$ cat src/hw/rtl/afr_pkg.sv
// Shared types and constants of the audio frame fragmenter.
package afr_pkg;

  localparam int HDR_LEN = 17;
  localparam int HDR_IDX_W = 5;

  localparam logic [7:0] START_CODE_0 = 8'h00;
  localparam logic [7:0] START_CODE_1 = 8'h00;
  localparam logic [7:0] START_CODE_2 = 8'h01;
  localparam logic [7:0] START_CODE_3 = 8'hFC;
  localparam logic [7:0] FRAME_TYPE = 8'h00;

  localparam logic [HDR_IDX_W-1:0] IDX_SC1 = 5'd1;
  localparam logic [HDR_IDX_W-1:0] IDX_SC2 = 5'd2;
  localparam logic [HDR_IDX_W-1:0] IDX_SC3 = 5'd3;
  localparam logic [HDR_IDX_W-1:0] IDX_SIZE0 = 5'd4;
  localparam logic [HDR_IDX_W-1:0] IDX_SIZE1 = 5'd5;
  localparam logic [HDR_IDX_W-1:0] IDX_SIZE2 = 5'd6;
  localparam logic [HDR_IDX_W-1:0] IDX_SIZE3 = 5'd7;
  localparam logic [HDR_IDX_W-1:0] IDX_TS0 = 5'd8;
  localparam logic [HDR_IDX_W-1:0] IDX_TS1 = 5'd9;
  localparam logic [HDR_IDX_W-1:0] IDX_TS2 = 5'd10;
  localparam logic [HDR_IDX_W-1:0] IDX_TS3 = 5'd11;
  localparam logic [HDR_IDX_W-1:0] IDX_CNT0 = 5'd12;
  localparam logic [HDR_IDX_W-1:0] IDX_CNT1 = 5'd13;
  localparam logic [HDR_IDX_W-1:0] IDX_CNT2 = 5'd14;
  localparam logic [HDR_IDX_W-1:0] IDX_CNT3 = 5'd15;
  localparam logic [HDR_IDX_W-1:0] IDX_TYPE = 5'd16;
  localparam logic [HDR_IDX_W-1:0] IDX_DATA = 5'd17;

  typedef logic [HDR_IDX_W-1:0] hdr_idx_t;

  typedef struct packed {
    logic [31:0] size;
    logic [31:0] timestamp;
    logic [31:0] frame_num;
  } hdr_fields_t;

endpackage

$ cat src/hw/rtl/audio_frame_fragmenter_unit.sv
// Top level of the audio frame fragmenter: header insertion and packet marking.
//
//   channel | direction | ports
//   in      | input     | in_valid, in_ready, in_audio_byte, in_frame_first,
//           |           | in_frame_size, in_timestamp_ms
//   out     | output    | out_valid, out_ready, out_byte, out_packet_start,
//           |           | out_packet_end, out_is_header
//
// A data byte is accepted every cycle unless a header burst or output stall holds it off,
// and shows in the output register in the next cycle. A frame start with data yields
// 18 items from the header counter; the input is held off until the burst has ended.
// Items that yield nothing (zero-size frames, stray bytes) give no output item.
// Reset is synchronous and clears the frame counter, byte and room counts.
// A stalled output holds the result register and the input waits with it.
module audio_frame_fragmenter_unit #(
  parameter int PACKET_MAX      = 1510,
  parameter int LINK_HEADER_LEN = 60,
  parameter int MAX_FRAME       = 2048
) (
  input  logic        clk,
  input  logic        rst_n,
  input  logic        in_valid,
  output logic        in_ready,
  input  logic [7:0]  in_audio_byte,
  input  logic        in_frame_first,
  input  logic [11:0] in_frame_size,
  input  logic [31:0] in_timestamp_ms,
  output logic        out_valid,
  input  logic        out_ready,
  output logic [7:0]  out_byte,
  output logic        out_packet_start,
  output logic        out_packet_end,
  output logic        out_is_header
);

  localparam int FIRST_ROOM = PACKET_MAX - LINK_HEADER_LEN - afr_pkg::HDR_LEN;
  localparam int LATER_ROOM = PACKET_MAX - LINK_HEADER_LEN;
  localparam int ROOM_W = $clog2(LATER_ROOM + 1);
  localparam logic [16:0] MAX_FRAME_W = 17'(MAX_FRAME);

  logic [31:0]       frame_counter_r, frame_counter_nxt;
  logic [11:0]       bytes_remaining_r, bytes_remaining_nxt;
  logic [ROOM_W-1:0] packet_room_r, packet_room_nxt;
  logic              hdr_busy_r, hdr_busy_nxt;
  afr_pkg::hdr_idx_t hdr_idx_r, hdr_idx_nxt;
  logic [11:0]       hdr_size_r, hdr_size_nxt;
  logic [31:0]       hdr_ts_r, hdr_ts_nxt;
  logic [7:0]        pend_byte_r, pend_byte_nxt;
  logic              pend_end_r, pend_end_nxt;
  logic              out_valid_r, out_valid_nxt;
  logic [7:0]        out_byte_r, out_byte_nxt;
  logic              out_start_r, out_start_nxt;
  logic              out_end_r, out_end_nxt;
  logic              out_hdr_r, out_hdr_nxt;

  logic              take_out;
  logic              in_fire;
  logic [11:0]       size_sat;
  logic [11:0]       rem_base;
  logic [11:0]       rem_dec;
  logic [ROOM_W-1:0] room_base;
  logic [ROOM_W-1:0] room_dec;
  logic              start_new;
  logic              has_data;
  logic              data_end;
  logic [7:0]        hdr_byte;
  afr_pkg::hdr_fields_t hdr_fields;

  assign take_out = !out_valid_r || out_ready;
  assign in_ready = !hdr_busy_r && take_out;
  assign in_fire  = in_valid && in_ready;

  assign size_sat = ({5'd0, in_frame_size} > MAX_FRAME_W) ? MAX_FRAME_W[11:0] : in_frame_size;

  always_comb begin
    rem_base  = in_frame_first ? size_sat : bytes_remaining_r;
    start_new = !in_frame_first && (packet_room_r == '0);
    if (in_frame_first) begin
      room_base = ROOM_W'(FIRST_ROOM);
    end else if (start_new) begin
      room_base = ROOM_W'(LATER_ROOM);
    end else begin
      room_base = packet_room_r;
    end
    has_data = (rem_base != 12'd0);
    rem_dec  = rem_base - 12'd1;
    room_dec = room_base - ROOM_W'(1);
    data_end = (rem_dec == 12'd0) || (room_dec == '0);
  end

  assign hdr_fields.size      = {20'd0, hdr_size_r};
  assign hdr_fields.timestamp = hdr_ts_r;
  assign hdr_fields.frame_num = frame_counter_r;

  afr_hdr_sel u_hdr_sel (
    .idx      (hdr_idx_r),
    .fields   (hdr_fields),
    .hdr_byte (hdr_byte)
  );

  always_comb begin
    frame_counter_nxt   = frame_counter_r;
    bytes_remaining_nxt = bytes_remaining_r;
    packet_room_nxt     = packet_room_r;
    hdr_busy_nxt        = hdr_busy_r;
    hdr_idx_nxt         = hdr_idx_r;
    hdr_size_nxt        = hdr_size_r;
    hdr_ts_nxt          = hdr_ts_r;
    pend_byte_nxt       = pend_byte_r;
    pend_end_nxt        = pend_end_r;
    out_valid_nxt       = out_valid_r;
    out_byte_nxt        = out_byte_r;
    out_start_nxt       = out_start_r;
    out_end_nxt         = out_end_r;
    out_hdr_nxt         = out_hdr_r;

    if (in_fire) begin
      if (in_frame_first) begin
        frame_counter_nxt = frame_counter_r + 32'd1;
      end
      if (has_data) begin
        bytes_remaining_nxt = rem_dec;
        packet_room_nxt     = (rem_dec == 12'd0) ? '0 : room_dec;
      end else if (in_frame_first) begin
        bytes_remaining_nxt = 12'd0;
        packet_room_nxt     = '0;
      end
      out_valid_nxt = has_data;
      if (in_frame_first) begin
        hdr_busy_nxt  = has_data;
        hdr_idx_nxt   = afr_pkg::IDX_SC1;
        hdr_size_nxt  = size_sat;
        hdr_ts_nxt    = in_timestamp_ms;
        pend_byte_nxt = in_audio_byte;
        pend_end_nxt  = data_end;
        out_byte_nxt  = afr_pkg::START_CODE_0;
        out_start_nxt = 1'b1;
        out_end_nxt   = 1'b0;
        out_hdr_nxt   = 1'b1;
      end else begin
        out_byte_nxt  = in_audio_byte;
        out_start_nxt = start_new;
        out_end_nxt   = data_end;
        out_hdr_nxt   = 1'b0;
      end
    end else if (hdr_busy_r && take_out) begin
      out_valid_nxt = 1'b1;
      if (hdr_idx_r == afr_pkg::IDX_DATA) begin
        hdr_busy_nxt  = 1'b0;
        out_byte_nxt  = pend_byte_r;
        out_start_nxt = 1'b0;
        out_end_nxt   = pend_end_r;
        out_hdr_nxt   = 1'b0;
      end else begin
        hdr_idx_nxt   = hdr_idx_r + afr_pkg::hdr_idx_t'(1);
        out_byte_nxt  = hdr_byte;
        out_start_nxt = 1'b0;
        out_end_nxt   = 1'b0;
        out_hdr_nxt   = 1'b1;
      end
    end else if (out_ready) begin
      out_valid_nxt = 1'b0;
    end
  end

  always_ff @(posedge clk) begin
    if (!rst_n) begin
      frame_counter_r   <= 32'd0;
      bytes_remaining_r <= 12'd0;
      packet_room_r     <= '0;
      hdr_busy_r        <= 1'b0;
      hdr_idx_r         <= afr_pkg::IDX_SC1;
      out_valid_r       <= 1'b0;
    end else begin
      frame_counter_r   <= frame_counter_nxt;
      bytes_remaining_r <= bytes_remaining_nxt;
      packet_room_r     <= packet_room_nxt;
      hdr_busy_r        <= hdr_busy_nxt;
      hdr_idx_r         <= hdr_idx_nxt;
      out_valid_r       <= out_valid_nxt;
    end
  end

  always_ff @(posedge clk) begin
    hdr_size_r  <= hdr_size_nxt;
    hdr_ts_r    <= hdr_ts_nxt;
    pend_byte_r <= pend_byte_nxt;
    pend_end_r  <= pend_end_nxt;
    out_byte_r  <= out_byte_nxt;
    out_start_r <= out_start_nxt;
    out_end_r   <= out_end_nxt;
    out_hdr_r   <= out_hdr_nxt;
  end

  assign out_valid        = out_valid_r;
  assign out_byte         = out_byte_r;
  assign out_packet_start = out_start_r;
  assign out_packet_end   = out_end_r;
  assign out_is_header    = out_hdr_r;

`ifndef SYNTHESIS
  a_hdr_never_ends: assert property (@(posedge clk) disable iff (!rst_n)
    out_valid_r |-> !(out_hdr_r && out_end_r))
    else $error("header item marked as packet end");

  a_frame_opens_packet: assert property (@(posedge clk) disable iff (!rst_n)
    (in_fire && in_frame_first && has_data) |=> (out_valid_r && out_hdr_r && out_start_r))
    else $error("frame start did not open a packet with a header item");

  a_burst_holds_output: assert property (@(posedge clk) disable iff (!rst_n)
    hdr_busy_r |-> out_valid_r)
    else $error("header burst active without a pending output item");
`endif

endmodule

$ cat src/hw/rtl/afr_hdr_sel.sv
// Selects one byte of the frame header by its position.
module afr_hdr_sel (
  input  afr_pkg::hdr_idx_t    idx,
  input  afr_pkg::hdr_fields_t fields,
  output logic [7:0]           hdr_byte
);

  always_comb begin
    unique case (idx)
      afr_pkg::IDX_SC1:   hdr_byte = afr_pkg::START_CODE_1;
      afr_pkg::IDX_SC2:   hdr_byte = afr_pkg::START_CODE_2;
      afr_pkg::IDX_SC3:   hdr_byte = afr_pkg::START_CODE_3;
      afr_pkg::IDX_SIZE0: hdr_byte = fields.size[31:24];
      afr_pkg::IDX_SIZE1: hdr_byte = fields.size[23:16];
      afr_pkg::IDX_SIZE2: hdr_byte = fields.size[15:8];
      afr_pkg::IDX_SIZE3: hdr_byte = fields.size[7:0];
      afr_pkg::IDX_TS0:   hdr_byte = fields.timestamp[31:24];
      afr_pkg::IDX_TS1:   hdr_byte = fields.timestamp[23:16];
      afr_pkg::IDX_TS2:   hdr_byte = fields.timestamp[15:8];
      afr_pkg::IDX_TS3:   hdr_byte = fields.timestamp[7:0];
      afr_pkg::IDX_CNT0:  hdr_byte = fields.frame_num[31:24];
      afr_pkg::IDX_CNT1:  hdr_byte = fields.frame_num[23:16];
      afr_pkg::IDX_CNT2:  hdr_byte = fields.frame_num[15:8];
      afr_pkg::IDX_CNT3:  hdr_byte = fields.frame_num[7:0];
      afr_pkg::IDX_TYPE:  hdr_byte = afr_pkg::FRAME_TYPE;
      default:            hdr_byte = afr_pkg::START_CODE_0;
    endcase
  end

endmodule
$ cat config.mk
export PLATFORM = sky130hd
export DESIGN_NAME = audio_frame_fragmenter_unit
export DESIGN_NICKNAME = d
export VERILOG_FILES = /design/src/hw/rtl/afr_pkg.sv /design/src/hw/rtl/audio_frame_fragmenter_unit.sv /design/src/hw/rtl/afr_hdr_sel.sv
export SDC_FILE = /design/constraint.sdc
export NUM_CORES = 1
export LEC_CHECK = 0
export BUFFER_PORTS_ARGS = -buffer_cell sky130_fd_sc_hd__clkbuf_2
export CAP_MARGIN = 20
export CORE_MARGIN = 8
export CORE_UTILIZATION = 57
export CTS_CLUSTER_DIAMETER = 100
export CTS_CLUSTER_SIZE = 8
export DETAILED_ROUTE_END_ITERATION = 16
export PLACE_DENSITY = 0.78
export SLEW_MARGIN = 20
export SYNTH_ARGS = -nofsm -noshare
export SYNTH_HDL_FRONTEND = slang
export SYNTH_SLANG_ARGS = --single-unit
$ cat constraint.sdc
create_clock -name clk -period 8.55 [get_ports clk]
set_input_delay 2.1375 -clock clk [delete_from_list [all_inputs] [get_ports clk]]
set_output_delay 2.1375 -clock clk [all_outputs]
set_load 0.005 [all_outputs]
## Word level (Yosys, flattened, before mapping)

Index checks and enable logic that the tools add are counted.

- $add $sub $neg: 4
- Bitwise gates (word level): 0
- Divide/modulo/power cells: 0
- Shifts and indexed selects: 0
- $mul: 0
- Mux-type cells: 36
- Reductions and logical operators: 21
- Order comparisons: 1
- Equality and inequality tests: 15

Operator list:

| kind | number |
|---|---|
| $pmux W8 S12 | 1 |
| $mux W11 | 5 |
| $mux W12 | 4 |
| $eq A5 B4 Y1 const B | 8 |
| $add A32 B1 Y32 const B | 1 |
| $mux W8 | 4 |
| $logic_not A11 Y1 | 2 |
| $mux W5 | 4 |
| $mux W1 | 18 |
| $gt A12 B12 Y1 const B | 1 |
| $logic_not A12 Y1 | 1 |
| $reduce_bool A12 Y1 | 1 |
| $sub A12 B1 Y12 const B | 1 |
| $sub A11 B1 Y11 const B | 1 |
| $eq A5 B2 Y1 const B | 2 |
| $eq A5 B3 Y1 const B | 2 |
| $reduce_and A3 Y1 | 2 |
| $reduce_bool A2 Y1 | 3 |
| $add A5 B1 Y5 const B | 1 |
| $eq A5 B5 Y1 const B | 1 |
| $logic_and A1 B1 Y1 | 4 |
| $ne A2 B2 Y1 const B | 2 |
| $reduce_and A2 Y1 | 2 |
| $logic_not A1 Y1 | 3 |
| other kinds (2) | 3 |

- Bits in read-only memories: 0
- Latch bits: 0
- Memories: 0
- RAM bits: 0
- Register bits after elaboration: 126

## Logic depth before layout (Yosys ltp)

Gate-level depths: netlist of the first run.

- Depth after elaboration: 9
- Depth in mapped cells: 13
- Depth with buffers taken out: 12

## By module

From an unflattened synthesis of the first run, not the netlist that was laid out.

- Cell total of the unflattened synthesis: 682
- Area, all modules: 7004.2 um^2

Modules (own cells, without submodules):

| module | instances | cells each | area an instance (um^2) |
|---|---|---|---|
| audio_frame_fragmenter_unit | 1 | 543 | 5870.6 |
| afr_hdr_sel | 1 | 139 | 1133.6 |

## Worst setup path after synthesis of the first run

OpenSTA, ideal clock, no wires.

- Kind: input -> register
- Start point: input port in_frame_first
- End point: register packet_room_r[4]
- Buffers on the path: 5
- Data arrival time: 4.856 ns
- Data required time: 8.433 ns
- Setup slack: 3.577 ns
- Setup time: 0.117 ns
- Stages on the path: 12
- Cell sequence: buf_4 buf_2 buf_2 buf_1 mux2i_1 ha_1 and4_1 mux2i_1 o311ai_2 a31oi_2 buf_4 a32o_1

- Cells in the longest elaborated chain, start to end: 7
- Elaborated cells on any way between the ends: 13
- Those cells by class: add/sub: 2; mux: 5; reduce/logical: 6

RTL lines:

| item | line | RTL |
|---|---|---|
| start, declared | audio_frame_fragmenter_unit.sv:25 | `input logic in_frame_first,` |
| $logic_not A1 Y1 | audio_frame_fragmenter_unit.sv:77 | `start_new = !in_frame_first && (packet_room_r == '0);` |
| $logic_and A1 B1 Y1 | audio_frame_fragmenter_unit.sv:77 |  |
| $mux W11 | audio_frame_fragmenter_unit.sv:80 | `end else if (start_new) begin` |
| $mux W11 | audio_frame_fragmenter_unit.sv:78 | `if (in_frame_first) begin` |
| $sub A11 B1 Y11 | audio_frame_fragmenter_unit.sv:87 | `room_dec = room_base - ROOM_W'(1);` |
| $mux W11 | audio_frame_fragmenter_unit.sv:123 | `packet_room_nxt = (rem_dec == 12'd0) ? '0 : room_dec;` |
| $mux W11 | audio_frame_fragmenter_unit.sv:121 | `if (has_data) begin` |
| end signal, assigned | audio_frame_fragmenter_unit.sv:177 | `packet_room_r <= packet_room_nxt;` |
| end, declared | audio_frame_fragmenter_unit.sv:43 | `logic [ROOM_W-1:0] packet_room_r, packet_room_nxt;` |

Several ways; a longest one is shown, not always the timed one.
A chain may end at the register's enable or synchronous reset.

## Final worst setup path of the first run

- Start point: input port in_frame_first
- End point: register hdr_idx_r[3]

- Cells in the longest elaborated chain, start to end: 2

RTL lines:

| item | line | RTL |
|---|---|---|
| $ne A2 B2 Y1 (no source line) | n/a |  |
| $reduce_and A3 Y1 (no source line) | n/a |  |
| end signal, assigned | audio_frame_fragmenter_unit.sv:172 | `hdr_idx_r <= afr_pkg::IDX_SC1;` |
| end signal, assigned | audio_frame_fragmenter_unit.sv:179 | `hdr_idx_r <= hdr_idx_nxt;` |
| end, declared | audio_frame_fragmenter_unit.sv:45 | `afr_pkg::hdr_idx_t hdr_idx_r, hdr_idx_nxt;` |

No other way between the ends.

==> results.cfg, run 1 <==
[outcome]
status = completed

[worst_hold_path]
hold_depth = 2
min_path_type = flip-flop to flip-flop

[sta]
fin_setup_tns_ps = 0
tightestPinTransition_ps = 1058
setup_viol_count_final = 0
whs_ps = 472.4
period_minus_slack_ps = 5056
finalHoldViolations = 0
post-route-period-util_pct = 59.14
final_max_slew_viol_count = 0
clock_skew_ps = 8.250
relSlewSlack_pct = 28.92
rsz0062_at_grt = no
fmax_mhz = 197.8

[detailed_routing]
post-route-drc-count = 0
vias_per_cell = 6.205
ant_nets = 0
dr.pass1.iters = 8
drt_iter0_drc = 436
wl_um = 14920
routedWlPerCell_um = 18.36
vias = 5045

[synth]
synth_nets = 665
synthFlopType = edfxtp_1
synth-async-reset-ratio_pct = 0
ys_warn_count = 0
synthesis.area_um2 = 6157
ys_seq_elements = 126
avgSynthCellArea_um2 = 10.31
synth_edf_count = 64
synth_cell_types = 64
yosysSeqAreaShare_pct = 51.37
synthCells = 597

[cells_and_area]
fin_area_um2 = 7142
final_util_pct = 66.76
layout_commonest_cell = clkbuf_2
diodes = 0
syn2layout_area_growth_pct = 15.99
mostFrequentLayoutCells = clkbuf_2, edfxtp_1, nor2_1
fin_nets = 728
drive_above_1_share_pct = 18.72

[pwr]
power_uw = 1614
peakVddDrop_uv = 129.4
power_density_nw_per_um2 = 226.0
p_int_uw = 1179
clock_power_share_pct = 43.3
p_switching_uw = 434.8
pwr-share-comb_pct = 13.5
p_leak_uw = 0.002656
p_sw_share_pct = 26.94
seq_power_share_pct = 43.2

[setup_path]
path_max_fanout = 58
r2r_cells = 12
worstPathRequired_ps = 8970
crit_top_cell = nor2_1
cpLargestDelayFamily = simple AND/OR/NAND/NOR gates
crit_path_cell_trace = clkbuf_2, and2_1, nand3_1, inv_2, buf_4, nor2_1, nor2_1, nand4_1, xnor2_1, nor2_1
cp-start-kind = input port
crit_path_end_kind = flip-flop
crit_cells = 10
critPathKind = input port to flip-flop
cpPeakStageDelay_ps = 720
worst-path-buf-inv = 3
arrival_ps = 5470
cp_slowest_cell = clkbuf_2

[floorplan]
fp.dieH_um = 119.9
rows = 38
die_x_um = 119.9
ios = 70
initial_core_util_pct = 57.56
die_area_um2 = 14380
core-area_um2 = 10700

[cts]
clk_latency_ps = 530
cts_max_level = 4
cts_setup_buffers = 0
numClockSinks = 126
clkTransAtPathRegs_ps = 60
cts-buffers-inserted = 17
clockBufferDepth = 2
cts_resized = 0
cts-root-buf = clkbuf_8
hold_buffers = 0
tritoncts = built

[global_routing]
grt_remaining_overflow = 0
grt_max_degree = 59
grt_pass1_wl_um = 24320
grt_pass1_vias = 4780
antenna_found_initial = 0
grt_use_total_pct = 21.32

[place]
place_congestion = 0.8784
port_buffers = 69
postPlaceCellArea_um2 = 6559
dp_hpwl_um = 10290

[flow_run]
max_cap_violations = 0
-- metal layers --
metal  GRT usage, %  share of wire [%]  up-vias  wire [µm]
met1          27.19                 42     2364       6268
met2          32.97                 46      258       6931
met3          6.388                8.6       41       1288
met4          9.290                2.9        0        434
met5              0                  0        -          0
li1               -                  -     2382          -
-- power groups by stage --
| stage | sequential [µW] | clock (µW) | combinational (µW) |
|---|---|---|---|
| finish | 698 | 698 | 218 |
| global route | 701 | 737 | 244 |
| CTS | 697 | 705 | 216 |
| detailed placement | 710 | 0 | 213 |
| global placement | 708 | 0 | 206 |
| floorplan | 702 | 0 | 162 |
-- per-stage QoR --
stage               setup WS (ps)  instances
floorplan                    3577        597
global placement             3179        781
detailed placement           2950        781
CTS                          3493        813
global route                 3142        813
finish                       3494        813
-- state kept, by name (all words and copies together), names as in the netlist --
signal             cells
hdr_ts_r              32
bytes_remaining_r     12
out_byte               8
hdr_busy_r             1
out_is_header          1
out_packet_end         1
hdr_idx_r              5
out_valid              1
packet_room_r         11
out_packet_start       1
pend_byte_r            8
pend_end_r             1
hdr_size_r            12
frame_counter_r       32
-- logic make-up after synthesis --
logic type / count (synthesis) / synth area share (%)
buffers and inverters: 44 / 3.211
AND/OR/NAND/NOR: 242 / 20.22
flip-flops: 126 / 51.37
AO/OA/AOI/OAI: 121 / 14.90
multiplexers: 15 / 2.662
XOR/XNOR: 38 / 5.405
adder cells (fa/ha/maj): 11 / 2.235
-- synth_stat cells (all sizes together), types with 10 or more instances --
master	number	area, µm²
o21ai	15	75.07
a21oi	21	105.1
nor2	63	236.5
mux2i	13	137.6
nand2	40	150.1
clkbuf	12	45.04
and3	10	62.56
a31oi	19	125.1
xnor2	12	105.1
a221o	14	140.1
buf	15	88.83
nand3	33	165.2
edfxtp	64	1922
xor2	26	227.7
ha	11	137.6
dfxtp	62	1241
and2	10	62.56
nand4	12	75.07
inv	17	63.81
nor3	17	96.35
nor2b	12	75.07
-- path summary, 6_finish.rpt --
| kind | slack, ps | start | endpoint |
|---|---|---|---|
| worst max-delay path | 3490 | in_frame_first | hdr_idx_r[3] |
| worst min-delay path | 470 | bytes_remaining_r[7] | bytes_remaining_r[7] |
| worst max register to register | 5220 | packet_room_r[0] | out_packet_end |
| worst min register to register | 470 | bytes_remaining_r[7] | bytes_remaining_r[7] |
-- layout make-up --
class	instances	area, µm²
timing repair buffer	71	360.3
clock buffer	17	414.1
sequential	126	3163
clock inverter	15	158.9
multi-input combinational	427	2806
fill	864	3556
tap	140	175.2
inverter	17	63.81
-- worst register-to-register path, cell delays in order, from the launching register on --
cell,delay (ps)
dfxtp_1,340
nor4_1,630
nand3_1,290
nor2_1,290
o21bai_1,130
ha_1,280
o2111ai_1,170
or4_1,200
nand3b_1,80
a2111oi_1,370
o2111ai_1,150
nand2_1,120
a22o_1,130
Power figures use the tool's default switching activity.
==> run 2, diff against run 1 <==
--- a/config.mk
+++ b/config.mk
@@ -8,11 +8,11 @@
 export BUFFER_PORTS_ARGS = -buffer_cell sky130_fd_sc_hd__clkbuf_2
 export CAP_MARGIN = 20
 export CORE_MARGIN = 8
-export CORE_UTILIZATION = 57
+export CORE_UTILIZATION = 53
 export CTS_CLUSTER_DIAMETER = 100
 export CTS_CLUSTER_SIZE = 8
 export DETAILED_ROUTE_END_ITERATION = 16
-export PLACE_DENSITY = 0.78
+export PLACE_DENSITY = 0.76
 export SLEW_MARGIN = 20
 export SYNTH_ARGS = -nofsm -noshare
 export SYNTH_HDL_FRONTEND = slang
==> constraint.sdc (replaced) <==
create_clock -name clk -period 4.1 [get_ports clk]
set_input_delay 1.025 -clock clk [delete_from_list [all_inputs] [get_ports clk]]
set_output_delay 1.025 -clock clk [all_outputs]
set_load 0.005 [all_outputs]
==> run 2 against run 1 <==
Compared with the run above: design area grew 1.1%; cell count is 0.98% higher; critical path depth stayed put; critical path type unchanged; via count is 1.3% higher; global-route usage down 0.43 points; clock skew grew 3.4 ps; worst setup slack worse by 2800 ps; clock power increased by 120%; register-to-register slack got worse by 4300 ps.
==> results.cfg, run 2 (synthesis gave the netlist of run 1 again) <==
[setup_path]
cpPeakStageDelay_ps = 570
ff2ff_setup_slack_ps = 880
path_max_fanout = 14
crit_path_cell_trace = clkbuf_2, mux2_4, inv_1, ha_1, and4_1, mux2i_1, o311ai_2, a31oi_2, a31oi_1, o31ai_1
worstPathRequired_ps = 4430
cp-start-kind = input port
crit_path_end_kind = flip-flop
worst-path-buf-inv = 2
cp_slowest_cell = a31oi_2
critPathKind = input port to flip-flop
arrival_ps = 3710
cpLargestDelayFamily = compound AO/OA/AOI/OAI gates

[place]
port_buffers = 69
place_inst = 789
pre_cts_slack_ps = 316.9
dp_hpwl_um = 10850
place_congestion = 0.9025

[cells_and_area]
layout.cells.non_filler = 821
syn2layout_area_growth_pct = 17.27
diodes = 0
layout_commonest_cell = clkbuf_2
top_regs = frame_counter_r x32, hdr_ts_r x32
drive_above_1_share_pct = 18.44
fin_nets = 733
mostFrequentLayoutCells = clkbuf_2, edfxtp_1, nor2_1

[floorplan]
fp.dieH_um = 123.8
die_area_um2 = 15320
initial_core_util_pct = 54.15
rows = 39
die_x_um = 123.8
core-area_um2 = 11370
ios = 70

[detailed_routing]
vias_per_cell = 6.224
post-route-drc-count = 0
dr.pass1.iters = 7
drt_iter0_drc = 542
wl_um = 15370
ant_nets = 0
routedWlPerCell_um = 18.72
vias = 5110

[worst_hold_path]
min_path_type = flip-flop to flip-flop

[cts]
cts_setup_buffers = 0
cts_resized = 0
clockBufferDepth = 2
numClockSinks = 126
cts_max_level = 4
cts-root-buf = clkbuf_16
hold_buffers = 0
clk_latency_ps = 420
tritoncts = built
cts-buffers-inserted = 17
clkTransAtPathRegs_ps = 50

[pwr]
seq_power_share_pct = 41.8
clock_power_share_pct = 45.0
p_switching_uw = 868.4
pwr-share-comb_pct = 13.2
p_leak_uw = 0.002690
power_density_nw_per_um2 = 483.0
peakVddDrop_uv = 462.1
p_int_uw = 2620
p_sw_share_pct = 24.90

[global_routing]
antenna_found_initial = 0
grt_remaining_overflow = 0
grt_use_total_pct = 20.89
grt_pass1_wl_um = 24560
grt_pass1_vias = 4924
grt_max_degree = 59

[sta]
fmax_mhz = 295.9
relSlewSlack_pct = 31.63
final_max_slew_viol_count = 0
tightestPinTransition_ps = 1018
post-route-period-util_pct = 82.43
period_minus_slack_ps = 3380
worst_slack_ps = 720.5
rsz0062_at_grt = no
clock_skew_ps = 11.64
setup_viol_count_final = 0
whs_ps = 483.6
finalHoldViolations = 0
fin_setup_tns_ps = 0

[outcome]
status = completed

[flow_run]
max_cap_violations = 0
## run 2: layout make-up
cell class / count / area (µm²)
well taps: 143 / 178.9
repair buffers: 76 / 397.9
fillers: 912 / 4149
multi-input cells: 427 / 2801
inverters: 17 / 63.81
flip-flops and latches: 126 / 3163
clock inverters: 11 / 165.2
clock buffers: 21 / 450.4
## run 2: power by group through the flow
stage	Clock, µW	Sequential, µW	Combinational, µW
finish	1570	1460	462
global route	1640	1470	514
CTS	1590	1460	460
detailed placement	0	1480	457
global placement	0	1480	445
floorplan	0	1460	339
## run 2: worst min-delay path, stage by stage (launching register included)
cell     delay [ps]
dfxtp_1         310
nand3_1          60
a21oi_1          60
## run 2: metal layers
metal / up-vias / track usage, % / part of all wire (%)
met5: - / 0 / 0
met4: 0 / 10.23 / 2.3
met3: 34 / 6.210 / 9.1
met2: 268 / 33.08 / 48
met1: 2428 / 25.59 / 41
li1: 2380 / - / -
## run 2: worst paths after layout
kind                         from              endpoint  cells past startpoint
max                in_frame_first      packet_room_r[2]                     10
max reg2reg      packet_room_r[0]        out_packet_end                     12
min reg2reg  bytes_remaining_r[7]  bytes_remaining_r[7]                      2
min          bytes_remaining_r[7]  bytes_remaining_r[7]                      2
## run 2: stage by stage
stage	total power, µW	utilization [%]	instance area [µm²]
2_1_floorplan	1802	-	6157
3_3_place_gp	1925	58.05	6600
3_5_place_dp	1940	58.05	6600
4_1_cts	3505	63.46	7216
5_1_grt	3621	63.51	7221
6_report	3488	63.51	7221
